<file path="src/design/cmu_tx_pkg.sv">
// shared types and constants of the carrier modulated uart transmitter
`timescale 1ns / 1ps
package cmu_tx_pkg;

  localparam int BUFFER_DEPTH  = 16;
  localparam int TICKS_PER_BIT = 64;
  localparam int FRAME_BITS    = 10;
  localparam int STOP_BIT      = FRAME_BITS - 1;

  // fixed field widths
  localparam int OP_W    = 2;
  localparam int SLOT_W  = 4;
  localparam int BYTE_W  = 8;
  localparam int COUNT_W = 5;
  localparam int IN_W    = 24;
  localparam int OUT_W   = 8;

  localparam int IDX_W  = (BUFFER_DEPTH > 1) ? $clog2(BUFFER_DEPTH) : 1;
  localparam int TICK_W = $clog2(TICKS_PER_BIT);
  localparam int BIT_W  = $clog2(FRAME_BITS);

  typedef enum logic [OP_W-1:0] {
    OP_TICK  = 2'd0,
    OP_LOAD  = 2'd1,
    OP_START = 2'd2
  } op_t;

  // transmitter position within the buffer and within the frame
  typedef struct packed {
    logic [COUNT_W-1:0] pos;
    logic [COUNT_W-1:0] count;
    logic [BIT_W-1:0]   bit_no;
    logic [TICK_W-1:0]  tick;
  } tx_state_t;

endpackage

</file>
<file path="src/design/cmu_tx_buffer.sv">
// byte buffer: one write port, one registered read port at the next send position
`timescale 1ns / 1ps
module cmu_tx_buffer (
  input  logic                         clk,
  input  logic                         we,
  input  logic [cmu_tx_pkg::IDX_W-1:0] waddr,
  input  logic [cmu_tx_pkg::BYTE_W-1:0] wdata,
  input  logic [cmu_tx_pkg::IDX_W-1:0] raddr,
  output logic [cmu_tx_pkg::BYTE_W-1:0] rdata
);
  import cmu_tx_pkg::*;

  logic [BYTE_W-1:0] mem [BUFFER_DEPTH];

  always_ff @(posedge clk) begin
    if (we) begin
      mem[waddr] <= wdata;
    end
    // write-through so a load to the slot being sent is seen at once
    if (we && (waddr == raddr)) begin
      rdata <= wdata;
    end else begin
      rdata <= mem[raddr];
    end
  end

endmodule

</file>
<file path="src/design/cmu_tx_frame.sv">
// one tick of the frame sequencer: line level and advanced counters
`timescale 1ns / 1ps
module cmu_tx_frame (
  input  cmu_tx_pkg::tx_state_t          cur,
  input  logic [cmu_tx_pkg::BYTE_W-1:0]  tx_byte,
  output cmu_tx_pkg::tx_state_t          nxt,
  output logic                           line
);
  import cmu_tx_pkg::*;

  logic             bit_val;
  logic             odd_phase;
  logic [BIT_W-1:0] data_idx;

  assign data_idx = cur.bit_no - BIT_W'(1);
  // parity of bit_no * TICKS_PER_BIT + tick
  assign odd_phase = cur.tick[0] ^ (cur.bit_no[0] & TICKS_PER_BIT[0]);

  always_comb begin
    nxt     = cur;
    line    = 1'b0;
    bit_val = 1'b1;
    if (cur.pos != cur.count) begin
      if (cur.bit_no == '0) begin
        bit_val = 1'b0;
      end else if (cur.bit_no >= BIT_W'(STOP_BIT)) begin
        bit_val = 1'b1;
      end else begin
        bit_val = tx_byte[data_idx[2:0]];
      end
      line = !bit_val && odd_phase;
      if (cur.tick == TICK_W'(TICKS_PER_BIT - 1)) begin
        nxt.tick = '0;
        if (cur.bit_no == BIT_W'(STOP_BIT)) begin
          nxt.bit_no = '0;
          nxt.pos    = cur.pos + COUNT_W'(1);
        end else begin
          nxt.bit_no = cur.bit_no + BIT_W'(1);
        end
      end else begin
        nxt.tick = cur.tick + TICK_W'(1);
      end
    end
  end

endmodule

</file>
<file path="src/design/carrier_modulated_uart_tx.sv">
// top level of the carrier modulated 8n1 uart transmitter
`timescale 1ns / 1ps
// output: the result of an accepted item is in the output register from the next cycle on
// throughput: one item per cycle; the state update and the result register
//   both close in the cycle of acceptance, and a new item is taken while the
//   previous result waits as long as the output is being drained
// reset: rst clears position, count, frame counters, line level and output valid;
//   buffer contents are undefined until loaded
module carrier_modulated_uart_tx (
  input  logic                           clk,
  input  logic                           rst,
  input  logic                           s_axis_tvalid,
  output logic                           s_axis_tready,
  // operation[1:0], slot_index[5:2], data_byte[13:6], byte_count[18:14], zeros
  input  logic [cmu_tx_pkg::IN_W-1:0]    s_axis_tdata,
  output logic                           m_axis_tvalid,
  input  logic                           m_axis_tready,
  // line_out[0], busy_res[1], position[6:2], zero[7]
  output logic [cmu_tx_pkg::OUT_W-1:0]   m_axis_tdata
);
  import cmu_tx_pkg::*;

  // input item fields
  op_t                in_op;
  logic [SLOT_W-1:0]  in_slot;
  logic [BYTE_W-1:0]  in_byte;
  logic [COUNT_W-1:0] in_count;
  logic [COUNT_W-1:0] sat_count;

  assign in_op    = op_t'(s_axis_tdata[1:0]);
  assign in_slot  = s_axis_tdata[5:2];
  assign in_byte  = s_axis_tdata[13:6];
  assign in_count = s_axis_tdata[18:14];

  // start count saturates at the buffer depth
  assign sat_count = (in_count > COUNT_W'(BUFFER_DEPTH)) ? COUNT_W'(BUFFER_DEPTH) : in_count;

  // transmitter state
  tx_state_t st;
  tx_state_t st_next;
  tx_state_t tick_st;
  logic      line_level;
  logic      line_level_next;
  logic      tick_line;

  logic              accept;
  logic              buf_we;
  logic [IDX_W-1:0]  buf_raddr;
  logic [BYTE_W-1:0] cur_byte;
  logic              busy_next;

  // output register frees the input side whenever it is empty or being drained
  assign s_axis_tready = !m_axis_tvalid || m_axis_tready;
  assign accept        = s_axis_tvalid && s_axis_tready;

  // buffer read is registered, so it is addressed by the position of the next cycle
  assign buf_raddr = rst ? '0 : st_next.pos[IDX_W-1:0];

  cmu_tx_buffer u_buffer (
    .clk   (clk),
    .we    (buf_we),
    .waddr (in_slot[IDX_W-1:0]),
    .wdata (in_byte),
    .raddr (buf_raddr),
    .rdata (cur_byte)
  );

  cmu_tx_frame u_frame (
    .cur     (st),
    .tx_byte (cur_byte),
    .nxt     (tick_st),
    .line    (tick_line)
  );

  always_comb begin
    st_next         = st;
    line_level_next = line_level;
    buf_we          = 1'b0;
    if (accept) begin
      case (in_op)
        OP_TICK: begin
          st_next         = tick_st;
          line_level_next = tick_line;
        end
        OP_LOAD: begin
          // loads to slots past the buffer are dropped
          buf_we = (32'(in_slot) < BUFFER_DEPTH);
        end
        OP_START: begin
          // frame counters are not reset, so the first frame may start mid-way
          st_next.pos   = '0;
          st_next.count = sat_count;
        end
        default: begin
        end
      endcase
    end
  end

  assign busy_next = (st_next.pos != st_next.count);

  always_ff @(posedge clk) begin
    if (rst) begin
      st            <= '0;
      line_level    <= 1'b0;
      m_axis_tvalid <= 1'b0;
    end else begin
      st         <= st_next;
      line_level <= line_level_next;
      if (accept) begin
        m_axis_tvalid <= 1'b1;
      end else if (m_axis_tready) begin
        m_axis_tvalid <= 1'b0;
      end
    end
  end

  // result payload, written with each accepted item
  always_ff @(posedge clk) begin
    if (accept) begin
      m_axis_tdata <= {1'b0, st_next.pos, busy_next, line_level_next};
    end
  end

  // position never runs past the count it is chasing
  a_pos_le_count: assert property (@(posedge clk) disable iff (rst)
    st.pos <= st.count)
    else $error("send position past send count");

  // frame counters stay inside one frame
  a_frame_range: assert property (@(posedge clk) disable iff (rst)
    (st.bit_no <= BIT_W'(STOP_BIT)) && (32'(st.tick) < TICKS_PER_BIT))
    else $error("frame counters out of range");

  // a tick while idle drives the line low
  a_idle_tick_low: assert property (@(posedge clk) disable iff (rst)
    (accept && (in_op == OP_TICK) && (st.pos == st.count)) |=> !line_level)
    else $error("idle tick left the line high");

  // a pending result that is not taken blocks new items
  a_hold_blocks: assert property (@(posedge clk) disable iff (rst)
    (m_axis_tvalid && !m_axis_tready) |-> !s_axis_tready)
    else $error("item accepted over a pending result");

endmodule
</file>
<file path="config.mk">
export PLATFORM = sky130hd
export DESIGN_NAME = carrier_modulated_uart_tx
export DESIGN_NICKNAME = d
export VERILOG_FILES = /design/src/design/cmu_tx_pkg.sv /design/src/design/cmu_tx_buffer.sv /design/src/design/cmu_tx_frame.sv /design/src/design/carrier_modulated_uart_tx.sv
export SDC_FILE = /design/constraint.sdc
export NUM_CORES = 1
export LEC_CHECK = 0
export CAP_MARGIN = 20
export CORE_ASPECT_RATIO = 0.8
export CORE_MARGIN = 2
export CORE_UTILIZATION = 48
export DETAILED_ROUTE_END_ITERATION = 6
export DONT_BUFFER_PORTS = 1
export PLACE_DENSITY_LB_ADDON = 0.08
export SLEW_MARGIN = 20
export SYNTH_ARGS = -nofsm -noshare
export SYNTH_HDL_FRONTEND = slang
export SYNTH_HIERARCHICAL = 1
export SYNTH_SLANG_ARGS = --single-unit
</file>
<file path="constraint.sdc">
create_clock -name clk -period 7.8 [get_ports clk]
set_input_delay 0.78 -clock clk [delete_from_list [all_inputs] [get_ports clk]]
set_output_delay 0.78 -clock clk [all_outputs]
set_load 0.005 [all_outputs]
</file>
==> results of run 1 <==
==> worst min-delay path by stage <==
stage | endpoint | slack (ns)
3_5_place_dp | st[5] | 0.53
5_1_grt | line_level | 0.40
2_1_floorplan | st[5] | 0.49
6_report | line_level | 0.42
3_3_place_gp | st[5] | 0.50
4_1_cts | line_level | 0.40
==> Yosys cell counts (2+ instances only) <==
| cell type | count |
|---|---|
| mux4_2 | 18 |
| buf_4 | 8 |
| buf_2 | 5 |
| mux4_1 | 16 |
| nand2_1 | 14 |
| buf_6 | 5 |
| nand3_1 | 7 |
| mux2_2 | 9 |
| a21oi_1 | 3 |
| nand3_2 | 2 |
| edfxtp_1 | 135 |
| o2111ai_1 | 4 |
| o22ai_1 | 2 |
| xnor2_1 | 19 |
| a22oi_1 | 16 |
| inv_1 | 6 |
| ha_1 | 6 |
| nor2b_1 | 19 |
| nor2_1 | 34 |
| o211ai_1 | 2 |
| nand3b_1 | 2 |
| and3_1 | 2 |
| dfxtp_1 | 26 |
| clkdlybuf4s25_2 | 3 |
| a311oi_1 | 4 |
| xor2_1 | 2 |
| clkbuf_1 | 3 |
| o21ai_0 | 6 |
| and3_2 | 2 |
| nor3_1 | 6 |
| mux2i_1 | 12 |
| nand2b_1 | 7 |
| nor2_4 | 2 |
==> layer usage <==
metal  global-route usage (%)  vias up  share of wire [%]
met5                        0        -                  0
met4                     5.00        0               0.71
met3                     5.55       11                5.7
met2                     26.0       80                 44
met1                     27.0     1867                 49
li1                         -     1696                  -
==> registers in the layout, indices dropped and copies added (netlist names), named ones only <==
register and count:
line_level 1, m_axis_tvalid 1, m_axis_tdata 7, st 20, u_buffer/mem 128
==> worst register-to-register path, delay by kind of cell, from the launching register on <==
family,cells,cell delay [ns]
multiplexers,3,1.41
buffers and inverters,1,0.49
AO/OA/AOI/OAI,3,0.43
AND/OR/NAND/NOR,3,0.43
flip-flops,1,0.31
==> layout make-up <==
class                   instances  area, µm²
clock inverters                13        113
clock buffers                  19        433
inverters                       7       26.3
well taps                     184        230
flip-flops and latches        161       4580
repair buffers                  4       30.0
fillers                      1179       6640
multi-input cells             240       2290
==> cell families after synthesis <==
family	share of synthesized area (%)
AOI/OAI and AO/OA	5.06
xor gates and xnor gates	2.60
adders and majority gates	1.06
buffers and inverters	2.96
DFF	64.7
muxes	15.2
other	0.0531
and+or+nand+nor	8.36
==> power by group through the flow <==
stage | sequential (mW) | clock (mW) | combinational, mW
3_5_place_dp | 0.962 | 0 | 0.0367
3_3_place_gp | 0.962 | 0 | 0.0360
5_1_grt | 0.944 | 0.820 | 0.0402
2_1_floorplan | 0.960 | 0 | 0.0381
4_1_cts | 0.944 | 0.786 | 0.0369
6_report | 0.944 | 0.765 | 0.0364
==> metrics by stage <==
step	util [%]	hold WS [ns]
3_3_place_gp	49.9	0.504
5_1_grt	53.7	0.396
3_5_place_dp	49.9	0.528
6_report	53.7	0.423
2_1_floorplan	-	0.487
4_1_cts	53.7	0.396
==> run summary, run 1 <==
internal power component -> 1.39 mW
Final setup viols -> 0
class of the worst hold path -> in2reg
CTS sink count -> 161
initial antenna violation count -> 0
R2R depth -> 10
n_diodes -> 0
Rows -> 39
Die Wd -> 140 µm
number of global-route vias before repair -> 3618
max_slew headroom -> 30.8%
area grow syn2layout -> 8.98%
CP arrival -> 3.48 ns
EDFF count, synth -> 135
top cell type's share of synthesized area -> 57.4%
Pins Over Slew Limit -> 0
Final Cycle Share -> 40.0%
Final HPWL DP -> 8700 µm
most frequent cells in the layout -> edfxtp_1 (135), nor2_1 (34), dfxtp_1 (25)
share of layout cells above drive strength 1 -> 17.6%
routability cong. -> 0.782
CP Cell Sequence -> buf_4 > mux4_1 > a22oi_1 > nand2_1 > mux4_1 > o21ai_0 > a32oi_1 > nor3_1 > mux2_4 > nor2b_4
cell area after layout -> 0.00770 mm²
R2R setup slack -> 4.68 ns
crit path time final -> 3.12 ns
CP Capture Type -> flip-flop
Resized Gates After CTS -> 0
clock tree root driver cell -> clkbuf_16
Finished Layout Cells -> 628
Pwr per Cell Area -> 227 mW/mm²
largest stage delay on the critical path -> 0.66 ns
Psw -> 0.354 mW
initial drt markers -> 218
sequential area share after synthesis -> 64.7%
Worst Hold Depth -> 1
# H-tree levels -> 4
reg2reg end -> line_level
Post-CTS Setup Inserts -> 0
ANT nets after route -> 0
Clk Latency, worst-skew pair -> 0.42 ns
status -> finished, final reports clean
crit-path leading delay family -> multiplexers
CP Buf/Inv Count -> 1
placed cell areas -> 0.00716 mm²
total power -> 1.75 mW
Core Area -> 0.0143 mm²
Main synth FF type -> edfxtp_1
Clk pwr share -> 43.8%
commonest non-fill, non-tap cell in the layout -> edfxtp_1
max cap viols -> 0
slowest cell on the critical path -> mux4_1
IO Pins -> 38
Critical Path End -> line_level
Hold Startpoint -> rst
Peak VDD IR -> 0.000157 V
Critical Path Source Type -> flip-flop
Setup Total Neg Slack -> 0 ns
Routed WL -> 13600 µm
total die area -> 0.0157 mm²
CP most frequent cell -> mux4_1
first-pass GRT wire length -> 21000 µm
Final WS setup -> 4.68 ns
WL per Instance -> 21.7 µm
chip height -> 113 µm
Reg power frac -> 54.1%
hold_buf cts -> 0
via count -> 3654
Async SR Flop Fraction -> 0%
clk buf depth -> 2
Sw Ratio -> 20.3%
router iterations before antenna repair -> 4
Fin. Hold Viols -> 0
total grt overflow -> 0
Initial Utilization -> 49.3%
Avg Cell Area, Syn -> 16.4 µm²
skew final -> 0.00665 ns
most area-hungry cell type in the Yosys netlist -> edfxtp_1
# DRC -> 0
DP Worst Slack -> 4.53 ns
Unique masters post-synth -> 58
register bit count reported by yosys -> 161
CTS tree -> built
leakage power -> 2.48 nW
RSZ-0062 raised after global routing -> false
# port buffers -> 0
Worst Tran Pin Value -> 1.03 ns
Critical Path Fanout Max -> 32
largest net degree at the start of global routing -> 33
dpl cells -> 596
Crit Path Category -> reg2reg
Clk pin slew, worst setup/hold paths -> 0.06 ns
cell count after synthesis -> 432
Final nets -> 465
number of vias per cell -> 5.82
CP Depth -> 10
Synth area leaders -> edfxtp_1 (57%), dfxtp_1 (7.4%), mux4_1 (5.9%), mux4_2 (5.7%), xnor2_1 (2.4%)
Net Count, Synth -> 466
Combinational Power Share -> 2.1%
Fmax -> 321 MHz
total track usage -> 18.1%
CTS Buf Count -> 17
Yosys Warn Count -> 6
Worst EP required -> 8.16 ns
Synth Cell Area -> 0.00707 mm²
Note: power is estimated with default switching activity, not from simulation.
==> run 2: changes to the inputs <==
==> constraint.sdc (replaced) <==
create_clock -name clk -period 2.62 [get_ports clk]
set_input_delay 0.262 -clock clk [delete_from_list [all_inputs] [get_ports clk]]
set_output_delay 0.262 -clock clk [all_outputs]
set_load 0.005 [all_outputs]
==> run summary, run 2 (synthesis gave the netlist of run 1 again) <==
status -> finished with violations
failing checks -> negative hold slack
total grt overflow -> 0 (unchanged)
Clk pin slew, worst setup/hold paths -> 0.06 ns (about the same)
chip height -> 113 µm (unchanged)
Top reg by flops -> u_buffer/mem
total die area -> 0.0157 mm² (unchanged)
initial antenna violation count -> 0 (unchanged)
fill count -> 1130 (-4.2%)
dpl cells -> 623 (+4.5%)
Initial Utilization -> 49.3% (unchanged)
Final Cycle Share -> 98.3% (+58 points)
Clk Latency, worst-skew pair -> 0.42 ns (about the same)
max cap viols -> 0 (unchanged)
Sw Ratio -> 20.5% (+0.24 points)
# DRC -> 0 (unchanged)
# port buffers -> 0 (unchanged)
Finished Layout Cells -> 684 (+8.9%)
CP arrival -> 2.94 ns (-0.54 ns)
CTS Buf Count -> 17 (unchanged)
first-pass GRT wire length -> 22500 µm (+7.2%)
Clk pwr share -> 44.7% (+0.9 points)
Critical Path Fanout Max -> 8 (-75%)
WL per Instance -> 20.6 µm (-4.9%)
initial drt markers -> 431 (+98%)
largest net degree at the start of global routing -> 27 (-18%)
Final Hold Slack -> -0.0939 ns (-0.517 ns)
clk buf depth -> 2 (unchanged)
share of layout cells above drive strength 1 -> 26.8% (+9.2 points)
Rows -> 39 (unchanged)
Worst EP required -> 2.98 ns (-5.18 ns)
Sequential Area -> 0.00458 mm² (+0.11%)
internal power component -> 4.27 mW (+210%)
area of the multi-input gates -> 0.00232 mm² (+1.3%)
Fin. Hold Viols -> 10 (+10)
Final nets -> 521 (+12%)
clock tree root driver cell -> clkbuf_16
R2R depth -> 10 (unchanged)
Critical Path Source Type -> flip-flop
Pins Over Slew Limit -> 0 (unchanged)
max_slew headroom -> 49.2% (+18 points)
crit path time final -> 2.58 ns (-0.544 ns)
number of vias per cell -> 5.68 (-2.4%)
area grow syn2layout -> 18.2%
Critical Path End -> line_level
reg2reg end -> line_level
total track usage -> 19.4% (+1.3 points)
Final setup viols -> 0 (unchanged)
skew final -> 0.0121 ns (+0.00544 ns)
Peak VDD IR -> 0.000561 V (+260%)
R2R setup slack -> 0.04 ns (-4.64 ns)
number of global-route vias before repair -> 3891 (+7.5%)
CP Capture Type -> flip-flop
RSZ-0062 raised after global routing -> true
CTS sink count -> 161 (unchanged)
DP Worst Slack -> -0.0768 ns (-4.61 ns)
via count -> 3884 (+6.3%)
# H-tree levels -> 4 (unchanged)
commonest non-fill, non-tap cell in the layout -> edfxtp_1
most frequent cells in the layout -> edfxtp_1 (135), nor2_1 (34), buf_4 (27)
ANT nets after route -> 0 (unchanged)
Pwr per Cell Area -> 644 mW/mm² (+180%)
Psw -> 1.10 mW (+210%)
Reg power frac -> 52.2% (-1.9 points)
Routed WL -> 14100 µm (+3.6%)
hold_buf cts -> 24 (+24)
Top Registers -> u_buffer/mem: 128 flops, st: 20 flops, m_axis_tdata: 7 flops
Largest register FFs -> 128 (unchanged)
Combinational Power Share -> 3.1% (+1.0 points)
Final HPWL DP -> 9170 µm (+5.4%)
routability cong. -> 0.787 (+0.65%)
Fmax -> 388 MHz (+21%)
Final WS setup -> 0.0442 ns (-4.64 ns)
router iterations before antenna repair -> 4 (unchanged)
class of the worst hold path -> in2reg
n_diodes -> 0 (unchanged)
leakage power -> 2.81 nW (+14%)
Die Wd -> 140 µm (unchanged)
CTS tree -> built
Crit Path Category -> reg2reg
Worst Tran Pin Value -> 0.759 ns (-0.274 ns)
Core Area -> 0.0143 mm² (unchanged)
IO Pins -> 38 (unchanged)
run 2: changes by cell type in the layout (fill, tap and decap cells not counted), moves of 2 or more:
cell           previous run  this run
a22oi_2                   0         9
dfxtp_1                  25        23
buf_6                     0         2
inv_6                     2         4
dlygate4sd3_1             0        24
clkinv_1                  2         0
buf_4                     4        27
buf_12                    0         6
mux4_1                   16         8
o21ai_0                   6         4
a22oi_1                  16         7
mux4_2                   18        26
run 2: cell type report:
class | instances | area share, %
flip-flops and latches | 161 | 54.8
multi-input cells | 240 | 27.8
repair buffers | 60 | 7.31
clock buffers | 18 | 5.14
well taps | 184 | 2.76
clock inverters | 14 | 1.86
inverters | 7 | 0.314
run 2: worst min-delay path by stage:
stage               from    endpoint  depth (start not counted)
global route         rst  line_level                          1
floorplan            rst  line_level                          1
detailed placement   rst  line_level                          1
CTS                  rst  line_level                          1
finish               rst      st[19]                          1
global placement     rst  line_level                          1
run 2: critical path, stage by stage (launching register included):
cell and delay [ns]:
dfxtp_4 0.42, buf_12 0.16, mux4_1 0.56, a22oi_2 0.21, nand2_1 0.11, mux4_2 0.48
o21ai_1 0.10, a32oi_1 0.08, nor3_2 0.12, mux2_4 0.17, nor2b_4 0.11
run 2: power by group through the flow:
| stage | clock (mW) | combinational, mW | sequential (mW) |
|---|---|---|---|
| after floorplan | 0 | 0.113 | 2.86 |
| after global placement | 0 | 0.120 | 2.86 |
| after detailed placement | 0 | 0.121 | 2.86 |
| after CTS | 2.47 | 0.166 | 2.81 |
| after global routing | 2.58 | 0.184 | 2.81 |
| final | 2.41 | 0.167 | 2.81 |
run 2: metrics by stage:
stage	utilization [%]	TNS (ns)	instance area [µm²]	power, mW
after floorplan	-	0	7070	2.97
after global placement	51.7	-0.144	7410	2.98
after detailed placement	51.7	-0.111	7410	2.98
after CTS	57.9	-0.00244	8310	5.44
after global routing	58.2	-0.0402	8360	5.57
final	58.2	0	8360	5.38
run 2: per-layer routing:
| metal | vias to the layer above | share of wire, % | track usage [%] |
|---|---|---|---|
| li1 | 1801 | - | - |
| met1 | 1967 | 49 | 29.6 |
| met2 | 102 | 44 | 27.5 |
| met3 | 14 | 5.4 | 4.48 |
| met4 | 0 | 1.3 | 6.73 |
| met5 | - | 0 | 0 |
run 2: what timing repair did:
| item | CTS | global route |
|---|---|---|
| hold endpoints to repair | 154 | 10 |
| buffers inserted | 2 | 2 |
| setup endpoints to repair | 2 | 5 |
| gates cloned | 1 | 1 |
| resized for setup | 13 | 17 |
| pin swaps | 4 | 8 |
==> run 3: changes to the inputs <==
--- a/config.mk
+++ b/config.mk
@@ -11,7 +11,7 @@
 export CORE_UTILIZATION = 48
 export DETAILED_ROUTE_END_ITERATION = 6
 export DONT_BUFFER_PORTS = 1
-export PLACE_DENSITY_LB_ADDON = 0.08
+export PLACE_DENSITY = 0.68
 export SLEW_MARGIN = 20
 export SYNTH_ARGS = -nofsm -noshare
 export SYNTH_HDL_FRONTEND = slang
==> run summary, run 3 (synthesis gave the netlist of run 1 again) <==
area grow syn2layout -> 18.3% (about the same)
Clk pin slew, worst setup/hold paths -> 0.06 ns (about the same)
Clk Latency, worst-skew pair -> 0.42 ns (about the same)
fill count -> 1119 (-0.97%)
CP Capture Type -> flip-flop
routability cong. -> 0.821 (+4.4%)
largest net degree at the start of global routing -> 27 (unchanged)
chip height -> 113 µm (unchanged)
number of global-route vias before repair -> 3920 (+0.75%)
largest stage delay on the critical path -> 0.50 ns (-0.06 ns)
Critical Path Fanout Max -> 5 (-3)
Routed WL -> 14100 µm (-0.13%)
total grt overflow -> 0 (unchanged)
# H-tree levels -> 4 (unchanged)
CP Buf/Inv Count -> 2 (+1)
CTS sink count -> 161 (unchanged)
initial antenna violation count -> 1 (+1)
Final setup viols -> 0 (unchanged)
Fmax -> 383 MHz (-1.4%)
reg2reg end -> line_level
Sequential Area -> 0.00458 mm² (unchanged)
# DRC -> 0 (unchanged)
Crit Path Category -> reg2reg
ANT nets after route -> 0 (unchanged)
Initial Utilization -> 49.3% (unchanged)
R2R setup slack -> 0.008 ns (-0.04 ns)
RSZ-0062 raised after global routing -> true
CP arrival -> 2.97 ns (+0.03 ns)
total track usage -> 18.8% (-0.57 points)
Pwr per Cell Area -> 622 mW/mm² (-3.3%)
clk buf depth -> 2 (unchanged)
first-pass GRT wire length -> 21900 µm (-3.0%)
class of the worst hold path -> in2reg
Die Wd -> 140 µm (unchanged)
CP Depth -> 11 (+1)
hold-critical path endpoint -> st[17]
Pins Over Slew Limit -> 0 (unchanged)
Final Cycle Share -> 99.7% (+1.4 points)
initial drt markers -> 371 (-14%)
total die area -> 0.0157 mm² (unchanged)
share of layout cells above drive strength 1 -> 27.7% (+0.91 points)
status -> finished with violations
Rows -> 39 (unchanged)
Final nets -> 519 (-0.38%)
via count -> 3838 (-1.2%)
max_slew headroom -> 44.6% (-4.5 points)
hold_buf cts -> 24 (unchanged)
Hold Startpoint -> rst
max cap viols -> 0 (unchanged)
R2R depth -> 11 (+1)
slowest cell on the critical path -> mux4_2
IO Pins -> 38 (unchanged)
router iterations before antenna repair -> 5 (+1)
Largest register FFs -> 128 (unchanged)
CTS Buf Count -> 17 (unchanged)
crit path time final -> 2.61 ns (+0.0358 ns)
total power -> 5.20 mW (-3.3%)
clock tree root driver cell -> clkbuf_16
# port buffers -> 0 (unchanged)
Final HPWL DP -> 8740 µm (-4.7%)
Core Area -> 0.0143 mm² (unchanged)
commonest non-fill, non-tap cell in the layout -> edfxtp_1
Setup Total Neg Slack -> 0 ns (unchanged)
skew final -> 0.00658 ns (-0.00550 ns)
Critical Path Source Type -> flip-flop
crit-path leading delay family -> multiplexers
leakage power -> 2.78 nW (-1.1%)
Worst Hold Depth -> 1 (unchanged)
Top Registers -> u_buffer/mem: 128 flops, st: 20 flops, m_axis_tdata: 7 flops
most frequent cells in the layout -> edfxtp_1 (135), nor2_1 (34), mux4_2 (29)
Final Hold Slack -> -0.0876 ns (+0.00628 ns)
Worst EP required -> 2.98 ns (about the same)
WL per Instance -> 20.6 µm (about the same)
Fin. Hold Viols -> 10 (unchanged)
Top reg by flops -> u_buffer/mem
failing checks -> negative hold slack
Worst Tran Pin Value -> 0.827 ns (+0.0679 ns)
area of the multi-input gates -> 0.00233 mm² (+0.48%)
CP Cell Sequence -> buf_12 > buf_12 > mux4_2 > a22oi_2 > nand2_1 > mux4_2 > o21ai_1 > nand2_1 > nor3_2 > mux2_4 > nor2b_4
Peak VDD IR -> 0.000493 V (-12%)
number of vias per cell -> 5.62 (-1.0%)
CTS tree -> built
[run 3: changes by cell type in the layout (fill, tap and decap cells not counted), sizes merged]
| cell | delta |
|---|---|
| bufinv | -2 |
| clkinv | +2 |
| buf | -1 |
| clkbuf | -1 |
| clkinvlp | -1 |
| diode | +1 |
| inv | +1 |
[run 3: cell type report]
class	count	area share [%]
inverters	7	0.314
flip-flops and latches	161	54.8
well taps	184	2.75
multi-input cells	240	27.9
clock buffers	18	5.13
repair buffers	58	7.78
clock inverters	14	1.27
diodes	1	0.0299
[run 3: how the worst max path moves through the flow]
stage	from	end	slack [ns]
floorplan	s_axis_tdata[1]	u_buffer/mem[0][0]	0.04
detailed placement	flip-flop	line_level	-0.13
global placement	flip-flop	line_level	-0.14
global route	flip-flop	line_level	-0.1
finish	flip-flop	line_level	0.008
CTS	flip-flop	line_level	-0.05
[run 3: repair_timing]
action | CTS | global route
setup buffers | 2 | 1
pin swaps | 8 | 9
endpoints found under the hold margin | 154 | 10
endpoints found under the setup margin | 2 | 4
cloned | 3 | 0
gates resized for setup | 25 | 15
[run 3: worst reg2reg max path, delay by kind of cell (launching register included)]
family	cells	cell delay, ns
DFF	1	0.40
muxes	3	1.14
buffers and inverters	2	0.23
AOI/OAI and AO/OA	2	0.35
and+or+nand+nor	4	0.43
[run 3: layer usage]
| layer | part of all wire, % | GRT usage (%) | vias up |
|---|---|---|---|
| li1 | - | - | 1789 |
| met4 | 0.70 | 4.80 | 0 |
| met5 | 0 | 0 | - |
| met2 | 47 | 29.6 | 79 |
| met3 | 5.3 | 4.91 | 11 |
| met1 | 47 | 26.5 | 1959 |
[run 3: stage by stage]
stage	setup WS [ns]	utilization (%)	cell area [µm²]	hold WS (ns)	std cells
CTS	-0.0508	58.0	8320	-0.115	681
floorplan	0.0391	-	7070	0.326	432
finish	0.00836	58.3	8360	-0.0876	683
global placement	-0.143	51.4	7380	0.332	620
detailed placement	-0.129	51.4	7380	0.334	620
global route	-0.0977	58.3	8360	-0.119	683
[run 3: where the power goes]
group | leakage, nW | total (mW) | internal, mW | switching, mW
combinational | 1.10 | 0.166 | 0.0668 | 0.0987
clock | 0.251 | 2.23 | 1.22 | 1.01
sequential | 1.43 | 2.81 | 2.79 | 0.0157
total | 2.78 | 5.20 | 4.08 | 1.12
